<file path="src/design/shq_pkg.sv">
// Shared types, constants and helper functions for the shell quote stream unit.
// No dependencies; every design file refers to it by scoped names.
package shq_pkg;

  localparam int EOL_MAX_BYTES = 8;
  localparam int EOL_LEN_W     = 4;
  localparam int LIST_MAX      = 5;
  localparam int LIST_CNT_W    = $clog2(LIST_MAX + 1);
  localparam int QUEUE_DEPTH   = 4;
  localparam int QPTR_W        = $clog2(QUEUE_DEPTH);

  localparam logic [1:0] QUOTE_NONE   = 2'd0;
  localparam logic [1:0] QUOTE_SINGLE = 2'd1;
  localparam logic [1:0] QUOTE_DOUBLE = 2'd2;

  localparam logic [7:0] CH_SQUOTE = 8'h27;
  localparam logic [7:0] CH_DQUOTE = 8'h22;
  localparam logic [7:0] CH_TICK   = 8'h60;
  localparam logic [7:0] CH_LF     = 8'h0A;
  localparam logic [7:0] CH_CR     = 8'h0D;
  localparam logic [7:0] CH_SPACE  = 8'h20;
  localparam logic [7:0] CH_TAB    = 8'h09;

  localparam logic [2:0] REG_MAGIC_LOW   = 3'd0;
  localparam logic [2:0] REG_MAGIC_HIGH  = 3'd1;
  localparam logic [2:0] REG_EXPOSE_LOW  = 3'd2;
  localparam logic [2:0] REG_EXPOSE_HIGH = 3'd3;
  localparam logic [2:0] REG_NODQ_LOW    = 3'd4;
  localparam logic [2:0] REG_NODQ_HIGH   = 3'd5;
  localparam logic [2:0] REG_EOL_BYTES   = 3'd6;
  localparam logic [2:0] REG_CONTROL     = 3'd7;

  typedef struct packed {
    logic [63:0]          magic_low;
    logic [63:0]          magic_high;
    logic [63:0]          expose_low;
    logic [63:0]          expose_high;
    logic [63:0]          nodq_low;
    logic [63:0]          nodq_high;
    logic [63:0]          eol_bytes;
    logic [1:0]           outer;
    logic [EOL_LEN_W-1:0] eol_len;
  } cfg_t;

  typedef struct packed {
    logic       load;
    logic [1:0] outer;
  } reload_t;

  typedef struct packed {
    logic [LIST_MAX-1:0][7:0] bytes;
    logic [LIST_CNT_W-1:0]    count;
    logic                     eol;
  } desc_t;

  typedef struct packed {
    logic full;
    logic empty;
  } queue_stat_t;

  function automatic logic [1:0] outer_of(input logic [5:0] ctrl);
    outer_of = (ctrl[1:0] == 2'd3) ? QUOTE_NONE : ctrl[1:0];
  endfunction

  function automatic logic [EOL_LEN_W-1:0] eol_len_of(input logic [5:0] ctrl);
    eol_len_of = (ctrl[5:2] > EOL_LEN_W'(EOL_MAX_BYTES)) ?
                 EOL_LEN_W'(EOL_MAX_BYTES) : ctrl[5:2];
  endfunction

  function automatic logic [7:0] quote_byte(input logic [1:0] q);
    quote_byte = (q == QUOTE_SINGLE) ? CH_SQUOTE : CH_DQUOTE;
  endfunction

  function automatic logic in_set(input logic [63:0] lo, input logic [63:0] hi,
                                  input logic [7:0] c);
    if (c[7]) begin
      in_set = 1'b0;
    end else if (c[6]) begin
      in_set = hi[c[5:0]];
    end else begin
      in_set = lo[c[5:0]];
    end
  endfunction

  function automatic logic is_ws(input logic [7:0] c);
    is_ws = (c == CH_SPACE) || (c >= CH_TAB && c <= CH_CR);
  endfunction

endpackage

</file>
<file path="src/design/shq_regs.sv">
// Configuration registers of the shell quote stream unit.
// Depends on shq_pkg.
module shq_regs (
  input  logic                  clk,
  input  logic                  rst,
  input  logic                  cfg_we,
  input  logic [2:0]            cfg_index,
  input  logic [63:0]           cfg_data,
  output shq_pkg::cfg_t         cfg,
  output shq_pkg::reload_t      reload
);

  logic [63:0] magic_low, magic_high, expose_low, expose_high;
  logic [63:0] nodq_low, nodq_high, eol_bytes;
  logic [5:0]  control;

  always_ff @(posedge clk) begin
    if (rst) begin
      magic_low   <= '0;
      magic_high  <= '0;
      expose_low  <= '0;
      expose_high <= '0;
      nodq_low    <= '0;
      nodq_high   <= '0;
      eol_bytes   <= '0;
      control     <= '0;
    end else if (cfg_we) begin
      unique case (cfg_index)
        shq_pkg::REG_MAGIC_LOW:   magic_low   <= cfg_data;
        shq_pkg::REG_MAGIC_HIGH:  magic_high  <= cfg_data;
        shq_pkg::REG_EXPOSE_LOW:  expose_low  <= cfg_data;
        shq_pkg::REG_EXPOSE_HIGH: expose_high <= cfg_data;
        shq_pkg::REG_NODQ_LOW:    nodq_low    <= cfg_data;
        shq_pkg::REG_NODQ_HIGH:   nodq_high   <= cfg_data;
        shq_pkg::REG_EOL_BYTES:   eol_bytes   <= cfg_data;
        shq_pkg::REG_CONTROL:     control     <= cfg_data[5:0];
        default:                  control     <= control;
      endcase
    end
  end

  always_comb begin
    cfg.magic_low   = magic_low;
    cfg.magic_high  = magic_high;
    cfg.expose_low  = expose_low;
    cfg.expose_high = expose_high;
    cfg.nodq_low    = nodq_low;
    cfg.nodq_high   = nodq_high;
    cfg.eol_bytes   = eol_bytes;
    cfg.outer       = shq_pkg::outer_of(control);
    cfg.eol_len     = shq_pkg::eol_len_of(control);
    reload.load     = cfg_we && (cfg_index == shq_pkg::REG_CONTROL);
    reload.outer    = shq_pkg::outer_of(cfg_data[5:0]);
  end

endmodule

</file>
<file path="src/design/shq_front.sv">
// Front end: accepts characters, tracks the quote state and builds one
// output descriptor per character. Depends on shq_pkg.
module shq_front (
  input  logic             clk,
  input  logic             rst,
  input  shq_pkg::cfg_t    cfg,
  input  shq_pkg::reload_t reload,
  input  logic             accept,
  input  logic [7:0]       ch,
  input  logic             end_of_string,
  output shq_pkg::desc_t   desc
);

  logic [1:0] open_quote, pending_quote;
  logic [1:0] oq, pq, other;
  logic [shq_pkg::LIST_CNT_W-1:0] n;
  logic [shq_pkg::LIST_MAX-1:0][7:0] b;
  logic eol, is_quote, self_open, tick;

  always_comb begin
    oq = open_quote;
    pq = pending_quote;
    n = '0;
    b = '0;
    eol = 1'b0;
    tick = cfg.nodq_high[32];
    is_quote = (ch == shq_pkg::CH_SQUOTE) || (ch == shq_pkg::CH_DQUOTE) ||
               (ch == shq_pkg::CH_TICK && tick);
    other = (ch == shq_pkg::CH_SQUOTE) ? shq_pkg::QUOTE_DOUBLE : shq_pkg::QUOTE_SINGLE;
    self_open = (ch == shq_pkg::CH_SQUOTE && oq == shq_pkg::QUOTE_SINGLE) ||
                (ch == shq_pkg::CH_DQUOTE && oq == shq_pkg::QUOTE_DOUBLE);

    if (is_quote && oq != other) begin
      if (self_open) begin
        b[n] = ch; n = n + 1'b1;
      end else if (oq != shq_pkg::QUOTE_NONE && ch == shq_pkg::CH_TICK) begin
        b[n] = shq_pkg::quote_byte(oq); n = n + 1'b1;
      end
      b[n] = shq_pkg::quote_byte(other); n = n + 1'b1;
      oq = other;
      b[n] = ch; n = n + 1'b1;
    end else if (cfg.eol_len != '0 && (ch == shq_pkg::CH_LF || ch == shq_pkg::CH_CR)) begin
      if (oq != cfg.outer) begin
        if (oq != shq_pkg::QUOTE_NONE) begin
          b[n] = shq_pkg::quote_byte(oq); n = n + 1'b1;
        end
        if (cfg.outer != shq_pkg::QUOTE_NONE) begin
          b[n] = shq_pkg::quote_byte(cfg.outer); n = n + 1'b1;
        end
        oq = cfg.outer;
      end
      eol = 1'b1;
    end else begin
      if (oq == shq_pkg::QUOTE_DOUBLE && shq_pkg::in_set(cfg.nodq_low, cfg.nodq_high, ch)) begin
        b[n] = shq_pkg::CH_DQUOTE; n = n + 1'b1;
        oq = shq_pkg::QUOTE_NONE;
        pq = shq_pkg::QUOTE_SINGLE;
      end
      if ((shq_pkg::is_ws(ch) && cfg.expose_low[32]) ||
          shq_pkg::in_set(cfg.expose_low, cfg.expose_high, ch)) begin
        if (oq != cfg.outer) begin
          if (oq != shq_pkg::QUOTE_NONE) begin
            b[n] = shq_pkg::quote_byte(oq); n = n + 1'b1;
          end
          if (cfg.outer != shq_pkg::QUOTE_NONE) begin
            b[n] = shq_pkg::quote_byte(cfg.outer); n = n + 1'b1;
          end
          oq = cfg.outer;
        end
      end else if (oq == shq_pkg::QUOTE_NONE &&
                   ((shq_pkg::is_ws(ch) && cfg.magic_low[32]) ||
                    shq_pkg::in_set(cfg.magic_low, cfg.magic_high, ch))) begin
        if (pq == shq_pkg::QUOTE_NONE) begin
          pq = (cfg.outer != shq_pkg::QUOTE_NONE) ? cfg.outer : shq_pkg::QUOTE_SINGLE;
        end
        oq = pq;
        b[n] = shq_pkg::quote_byte(oq); n = n + 1'b1;
        pq = cfg.outer;
      end
      b[n] = ch; n = n + 1'b1;
    end

    if (end_of_string) begin
      if (oq != cfg.outer) begin
        if (oq != shq_pkg::QUOTE_NONE) begin
          b[n] = shq_pkg::quote_byte(oq); n = n + 1'b1;
        end
        if (cfg.outer != shq_pkg::QUOTE_NONE) begin
          b[n] = shq_pkg::quote_byte(cfg.outer); n = n + 1'b1;
        end
      end
      oq = cfg.outer;
      pq = cfg.outer;
    end

    desc.bytes = b;
    desc.count = n;
    desc.eol   = eol;
  end

  always_ff @(posedge clk) begin
    if (rst) begin
      open_quote    <= shq_pkg::QUOTE_NONE;
      pending_quote <= shq_pkg::QUOTE_NONE;
    end else if (reload.load) begin
      open_quote    <= reload.outer;
      pending_quote <= reload.outer;
    end else if (accept) begin
      open_quote    <= oq;
      pending_quote <= pq;
    end
  end

endmodule

</file>
<file path="src/design/shq_queue.sv">
// Short descriptor queue between the front end and the byte emitter.
// Depends on shq_pkg.
module shq_queue (
  input  logic                 clk,
  input  logic                 rst,
  input  logic                 push,
  input  shq_pkg::desc_t       push_desc,
  input  logic                 pop,
  output shq_pkg::desc_t       head,
  output shq_pkg::queue_stat_t stat
);

  shq_pkg::desc_t mem [shq_pkg::QUEUE_DEPTH];
  logic [shq_pkg::QPTR_W-1:0] wr_ptr, rd_ptr;
  logic [shq_pkg::QPTR_W:0]   level;

  always_ff @(posedge clk) begin
    if (push) begin
      mem[wr_ptr] <= push_desc;
    end
  end

  always_ff @(posedge clk) begin
    if (rst) begin
      wr_ptr <= '0;
      rd_ptr <= '0;
      level  <= '0;
    end else begin
      if (push) wr_ptr <= wr_ptr + 1'b1;
      if (pop)  rd_ptr <= rd_ptr + 1'b1;
      if (push && !pop) begin
        level <= level + 1'b1;
      end else if (pop && !push) begin
        level <= level - 1'b1;
      end
    end
  end

  always_comb begin
    head       = mem[rd_ptr];
    stat.full  = (level == (shq_pkg::QPTR_W + 1)'(shq_pkg::QUEUE_DEPTH));
    stat.empty = (level == '0);
  end

endmodule

</file>
<file path="src/design/shq_back.sv">
// Back end: expands queued descriptors into output bytes, one per cycle
// unless stalled, through a registered output stage. Depends on shq_pkg.
module shq_back (
  input  logic                 clk,
  input  logic                 rst,
  input  shq_pkg::cfg_t        cfg,
  input  shq_pkg::desc_t       head,
  input  shq_pkg::queue_stat_t stat,
  output logic                 pop,
  output logic                 byte_valid,
  input  logic                 byte_stall,
  output logic [7:0]           out_byte,
  output logic                 last
);

  logic [3:0] idx, total, eol_idx;
  logic [7:0] sel_byte;
  logic       load, is_last;

  always_comb begin
    total   = 4'(head.count) + (head.eol ? cfg.eol_len : 4'd0);
    is_last = (idx == total - 4'd1);
    eol_idx = idx - 4'(head.count);
    if (idx < 4'(head.count)) begin
      sel_byte = head.bytes[idx[2:0]];
    end else begin
      sel_byte = cfg.eol_bytes[{eol_idx[2:0], 3'b000} +: 8];
    end
    load = !stat.empty && (!byte_valid || !byte_stall);
    pop  = load && is_last;
  end

  always_ff @(posedge clk) begin
    if (rst) begin
      idx        <= '0;
      byte_valid <= 1'b0;
    end else if (load) begin
      idx        <= is_last ? 4'd0 : idx + 4'd1;
      byte_valid <= 1'b1;
    end else if (!byte_stall) begin
      byte_valid <= 1'b0;
    end
  end

  always_ff @(posedge clk) begin
    if (load) begin
      out_byte <= sel_byte;
      last     <= is_last;
    end
  end

endmodule

</file>
<file path="src/design/shell_quote_stream_unit.sv">
// Shell quote stream unit: one character in, one or more quoted bytes out.
// Path: a character's descriptor is queued, then its bytes are registered out.
// Throughput: one character per cycle unless the 4-entry descriptor queue is
// full; one output byte per cycle unless stalled; 1 to 10 bytes per character.
// Reset: config registers zero, quote state none, queue and output empty.
module shell_quote_stream_unit (
  input  logic        clk,
  input  logic        rst,
  input  logic        cfg_we,
  input  logic [2:0]  cfg_index,
  input  logic [63:0] cfg_data,
  input  logic        item_valid,
  output logic        item_stall,
  input  logic [7:0]  ch,
  input  logic        end_of_string,
  output logic        byte_valid,
  input  logic        byte_stall,
  output logic [7:0]  out_byte,
  output logic        last
);

  shq_pkg::cfg_t        cfg;
  shq_pkg::reload_t     reload;
  shq_pkg::desc_t       new_desc, head;
  shq_pkg::queue_stat_t q_stat;
  logic                 accept, pop;

  assign item_stall = q_stat.full;
  assign accept     = item_valid && !item_stall;

  shq_regs u_regs (
    .clk       (clk),
    .rst       (rst),
    .cfg_we    (cfg_we),
    .cfg_index (cfg_index),
    .cfg_data  (cfg_data),
    .cfg       (cfg),
    .reload    (reload)
  );

  shq_front u_front (
    .clk           (clk),
    .rst           (rst),
    .cfg           (cfg),
    .reload        (reload),
    .accept        (accept),
    .ch            (ch),
    .end_of_string (end_of_string),
    .desc          (new_desc)
  );

  shq_queue u_queue (
    .clk       (clk),
    .rst       (rst),
    .push      (accept),
    .push_desc (new_desc),
    .pop       (pop),
    .head      (head),
    .stat      (q_stat)
  );

  shq_back u_back (
    .clk        (clk),
    .rst        (rst),
    .cfg        (cfg),
    .head       (head),
    .stat       (q_stat),
    .pop        (pop),
    .byte_valid (byte_valid),
    .byte_stall (byte_stall),
    .out_byte   (out_byte),
    .last       (last)
  );

  a_pop_needs_entry: assert property (@(posedge clk) disable iff (rst)
    pop |-> !q_stat.empty)
    else $error("queue popped while empty");

  a_push_fills: assert property (@(posedge clk) disable iff (rst)
    accept |=> !q_stat.empty)
    else $error("queue empty after accepting an item");

  a_reset_idle: assert property (@(posedge clk)
    rst |=> !byte_valid && q_stat.empty)
    else $error("output or queue busy after reset");

endmodule
</file>
<file path="config.mk">
export PLATFORM = sky130hd
export DESIGN_NAME = shell_quote_stream_unit
export DESIGN_NICKNAME = d
export VERILOG_FILES = /design/src/design/shq_pkg.sv /design/src/design/shq_regs.sv /design/src/design/shq_front.sv /design/src/design/shq_queue.sv /design/src/design/shq_back.sv /design/src/design/shell_quote_stream_unit.sv
export SDC_FILE = /design/constraint.sdc
export NUM_CORES = 1
export LEC_CHECK = 0
export BUFFER_PORTS_ARGS = -buffer_cell sky130_fd_sc_hd__clkbuf_2
export CORE_ASPECT_RATIO = 0.7
export CORE_UTILIZATION = 50
export DETAILED_ROUTE_END_ITERATION = 8
export PLACE_DENSITY = 0.76
export SYNTH_ARGS = -nofsm -noshare
export SYNTH_HDL_FRONTEND = slang
export SYNTH_HIERARCHICAL = 1
export SYNTH_SLANG_ARGS = --single-unit
</file>
<file path="constraint.sdc">
create_clock -name clk -period 14.3 [get_ports clk]
set_clock_uncertainty 0.1 [all_clocks]
set_input_delay 2.145 -clock clk [delete_from_list [all_inputs] [get_ports clk]]
set_output_delay 2.145 -clock clk [all_outputs]
set_load 0.05 [all_outputs]
</file>
==> run_results.csv <==
group,metric,value,unit
sta,fin_crit_sh,66.1,%
hold_path,hold_class,"reg2reg",
cts,clk_pin_slew,0.06,ns
detailed_routing,drtIter0Drc,2582,
logic_synthesis,ys_async_sr_fraction,0,%
setup_path,cp-start-kind,"input port",
setup_path,critPathMaxStageDelay,0.62,ns
sta,finalWorstPathRequiredPeriod,9.45,ns
setup_path,critPathKind,"in2reg",
logic_synthesis,synth_top_cell_by_area,"dfxtp_1",
pwr,ir_drop,0.119,mV
logic_synthesis,synth_xor_area_share,0.681,%
pwr,p_per_area,143,nW/µm²
floorplanning,std_cell_rows,76,
floorplanning,fp.dieArea,64600,µm²
logic_synthesis,synth-edff-count,185,
sta,tns,0,ns
global_route,grt_pass1_vias,21500,
cts,clock_tree.buffer_depth,3,
logic_synthesis,synth_top_area_share,29.7,%
cts,cts-resized-gates,0,
detailed_routing,wirelength,90000,µm
logic_synthesis,synth_common_cells,"mux2i_1, nand2b_1, dfxtp_1",
logic_synthesis,synth.area.mux_share,26.6,%
setup_path,cp-end-kind,"flop",
logic_synthesis,synth.area.top_cells,"dfxtp_1, mux2i_1, edfxtp_1",
logic_synthesis,seq_area_frac_synth,47.2,%
floorplanning,io_pins,92,
detailed_routing,via_count,21700,
logic_synthesis,post-synth-top-count-cell,"mux2i_1",
detailed_routing,routedWlPerCell,25.3,µm
finish,layout.nets,2785,
finish,drive_gt1_share,13.5,%
floorplanning,core,62200,µm²
pwr,p_leak,0.0148,µW
place,portBuffers,91,
cts,h-tree-depth,2,
logic_synthesis,mappedNetlistArea,31800,µm²
detailed_routing,ant_nets,0,
logic_synthesis,syn_inst,2697,
cts,postCtsHoldBufs,0,
cts,cts_tree,"yes",
setup_path,path_max_fanout,89,
finish,instances_no_fill,3554,
logic_synthesis,synth-compound-area-share,5.34,%
sta,fin_hold_ws,0.376,ns
cts,worstSkewPairLatency,0.66,ns
setup_path,worst-path-buf-inv,4,
detailed_routing,drcViolationCount,0,
detailed_routing,detail_route.vias_per_cell,6.10,
setup_path,cp_slowest_cell,"buf_8",
cts,clkSinkCount,657,
logic_synthesis,synth_top_family_by_area,"multiplexers",
cts,cts_buffers,61,
detailed_routing,first_pass_iters,5,
flow_run,maxCapViolCount,0,
logic_synthesis,syn_avg_cell_area,11.8,µm²
sta,hold_viol,0,
floorplanning,die_height,213,µm
cts,postCtsSetupBuffers,0,
place,gp_congestion,0.955,
global_route,track_usage,27.9,%
global_route,antenna_found_initial,3,
sta,worst_pin_slew,1.12,ns
finish,final_cell_area,34600,µm²
sta,slew_headroom,25.5,%
logic_synthesis,ys.flop_type,"dfxtp_1",
sta,maxSlewViolCount,0,
sta,rsz0062_at_grt,"false",
place,placed_cells,3438,
logic_synthesis,synth-adder-area-share,0.937,%
global_route,grt_pass1_wl,135000,µm
global_route,grt_overflow,0,
logic_synthesis,ys_warn_count,6,
cts,cts_root_buf,"clkbuf_16",
setup_path,cp_data_arrival_time,9.70,ns
setup_path,cpLargestDelayFamily,"compound AO/OA/AOI/OAI gates",
logic_synthesis,synth_seq_cells,657,
logic_synthesis,synthSimpleGateAreaFrac,14.9,%
sta,setup_viol,0,
logic_synthesis,synth_cell_type_count,97,
setup_path,crit_chain,"buf_8 -> buf_12 -> mux4_2 -> mux2i_1 -> a21oi_1 -> a22oi_2 -> a31oi_4 -> o21ai_0 -> or2_1 -> ha_1 -> inv_1 -> nand2_1 -> and2_1 -> ha_1 -> a21oi_1 -> inv_2 -> ha_1 -> xnor2_1 -> nand2_1 -> or2_2 -> o21ai_0 -> nand2_1 -> a21boi_2 -> nor3b_1",
setup_path,critical_path_required,14.55,ns
global_route,grt_start_max_net_pins,199,
sta,max_freq,106,MHz
place,place_area,32400,µm²
status,outcome,"finished clean",
floorplanning,start_util,51.1,%
floorplanning,die_w,303,µm
place,hpwlAfterDp,60200,µm
finish,area.growth.synth_to_final,8.88,%
-- layout make-up --
class	count	area, µm²
antenna	2	5.00
clock buffer	74	1650
clock inverter	40	544
fill	5113	27600
inverter	33	124
multi-input combinational	1802	15500
sequential	657	15000
tap	819	1020
timing repair buffer	127	758
-- cells in the final DEF (no fill, tap or decap), types with 20 or more instances in the layout --
master     count
a21oi_1       57
a22oi_1       58
buf_4         35
clkbuf_16     62
clkbuf_2      89
dfxtp_1      470
edfxtp_1     185
inv_1         27
mux2i_1      624
mux4_2        86
nand2_1       72
nand2b_1     526
nand3_1       20
nand4_1       22
nor2_1        54
nor3_1        20
-- power by group --
group | leakage, µW | switching [µW] | total [µW] | internal (µW)
registers | 0.00559 | 55.8 | 2110 | 2060
logic | 0.00811 | 646 | 1050 | 400
clock network | 0.00106 | 744 | 1780 | 1040
-- per-layer routing --
layer | routed length, µm | track usage (%) | share of wire, %
met4 | 2020 | 7.21 | 2.2
met2 | 37500 | 39.6 | 42
met1 | 41300 | 41.8 | 46
met5 | 0 | 0 | 0
met3 | 9260 | 7.39 | 10
-- worst paths after layout --
kind | from | endpoint | slack [ns] | cells past startpoint
min | u_regs/expose_high[34] | u_regs/expose_high[34] | 0.38 | 2
min reg2reg | u_regs/expose_high[34] | u_regs/expose_high[34] | 0.38 | 2
max reg2reg | u_regs/nodq_low[45] | u_queue/mem[2][35] | 7.18 | 24
max | ch[0] | u_queue/mem[2][35] | 4.85 | 24
-- metrics by stage --
| stage | total power (µW) | worst slack (ns) | utilization (%) |
|---|---|---|---|
| 2_1_floorplan | 2950 | 6.36 | - |
| 3_3_place_gp | 3160 | 4.40 | 52.1 |
| 3_5_place_dp | 3180 | 4.27 | 52.1 |
| 4_1_cts | 4950 | 4.97 | 55.6 |
| 5_1_grt | 5110 | 4.30 | 55.7 |
| 6_report | 4940 | 4.85 | 55.7 |
-- worst register-to-register path: stages (launching register included) --
cell and delay [ns]:
dfxtp_1 0.33, mux2i_1 0.15, a22o_1 0.25, a2111oi_0 0.39, buf_4 0.20, a31oi_1 0.04, a311o_1 0.44, a31oi_4 0.27
o21ai_0 0.27, or2_1 0.35, ha_1 0.32, inv_1 0.08, nand2_1 0.07, and2_1 0.26, ha_1 0.30, a21oi_1 0.56
inv_2 0.23, ha_1 0.33, xnor2_1 0.55, nand2_1 0.20, or2_2 0.33, o21ai_0 0.16, nand2_1 0.09, a21boi_2 0.40
nor3b_1 0.17
-- cell families (layout without fill, tap and decap cells) --
family          after synthesis  in the layout
buf+inv                     241            274
other cells                   1              6
compound gates              231            231
simple gates                801            801
flops                       657            657
fa+ha+maj                    22             22
mux                         723            723
xor+xnor                     21             21
-- registers in the layout, indices dropped and copies added, names as in the netlist, named ones only --
name                   flops
u_back/byte_valid          1
u_queue/wr_ptr             2
u_regs/expose_low         64
u_queue/rd_ptr             2
u_regs/nodq_high          64
u_queue/level              3
u_back/last                1
u_back/idx                 4
u_queue/mem              176
u_regs/magic_high         64
u_regs/eol_bytes          64
u_back/out_byte            8
u_front/pending_quote      2
u_regs/magic_low          64
u_regs/nodq_low           64
u_regs/control             6
u_front/open_quote         2
u_regs/expose_high        64
No activity file was read; power rests on OpenSTA's default activity.
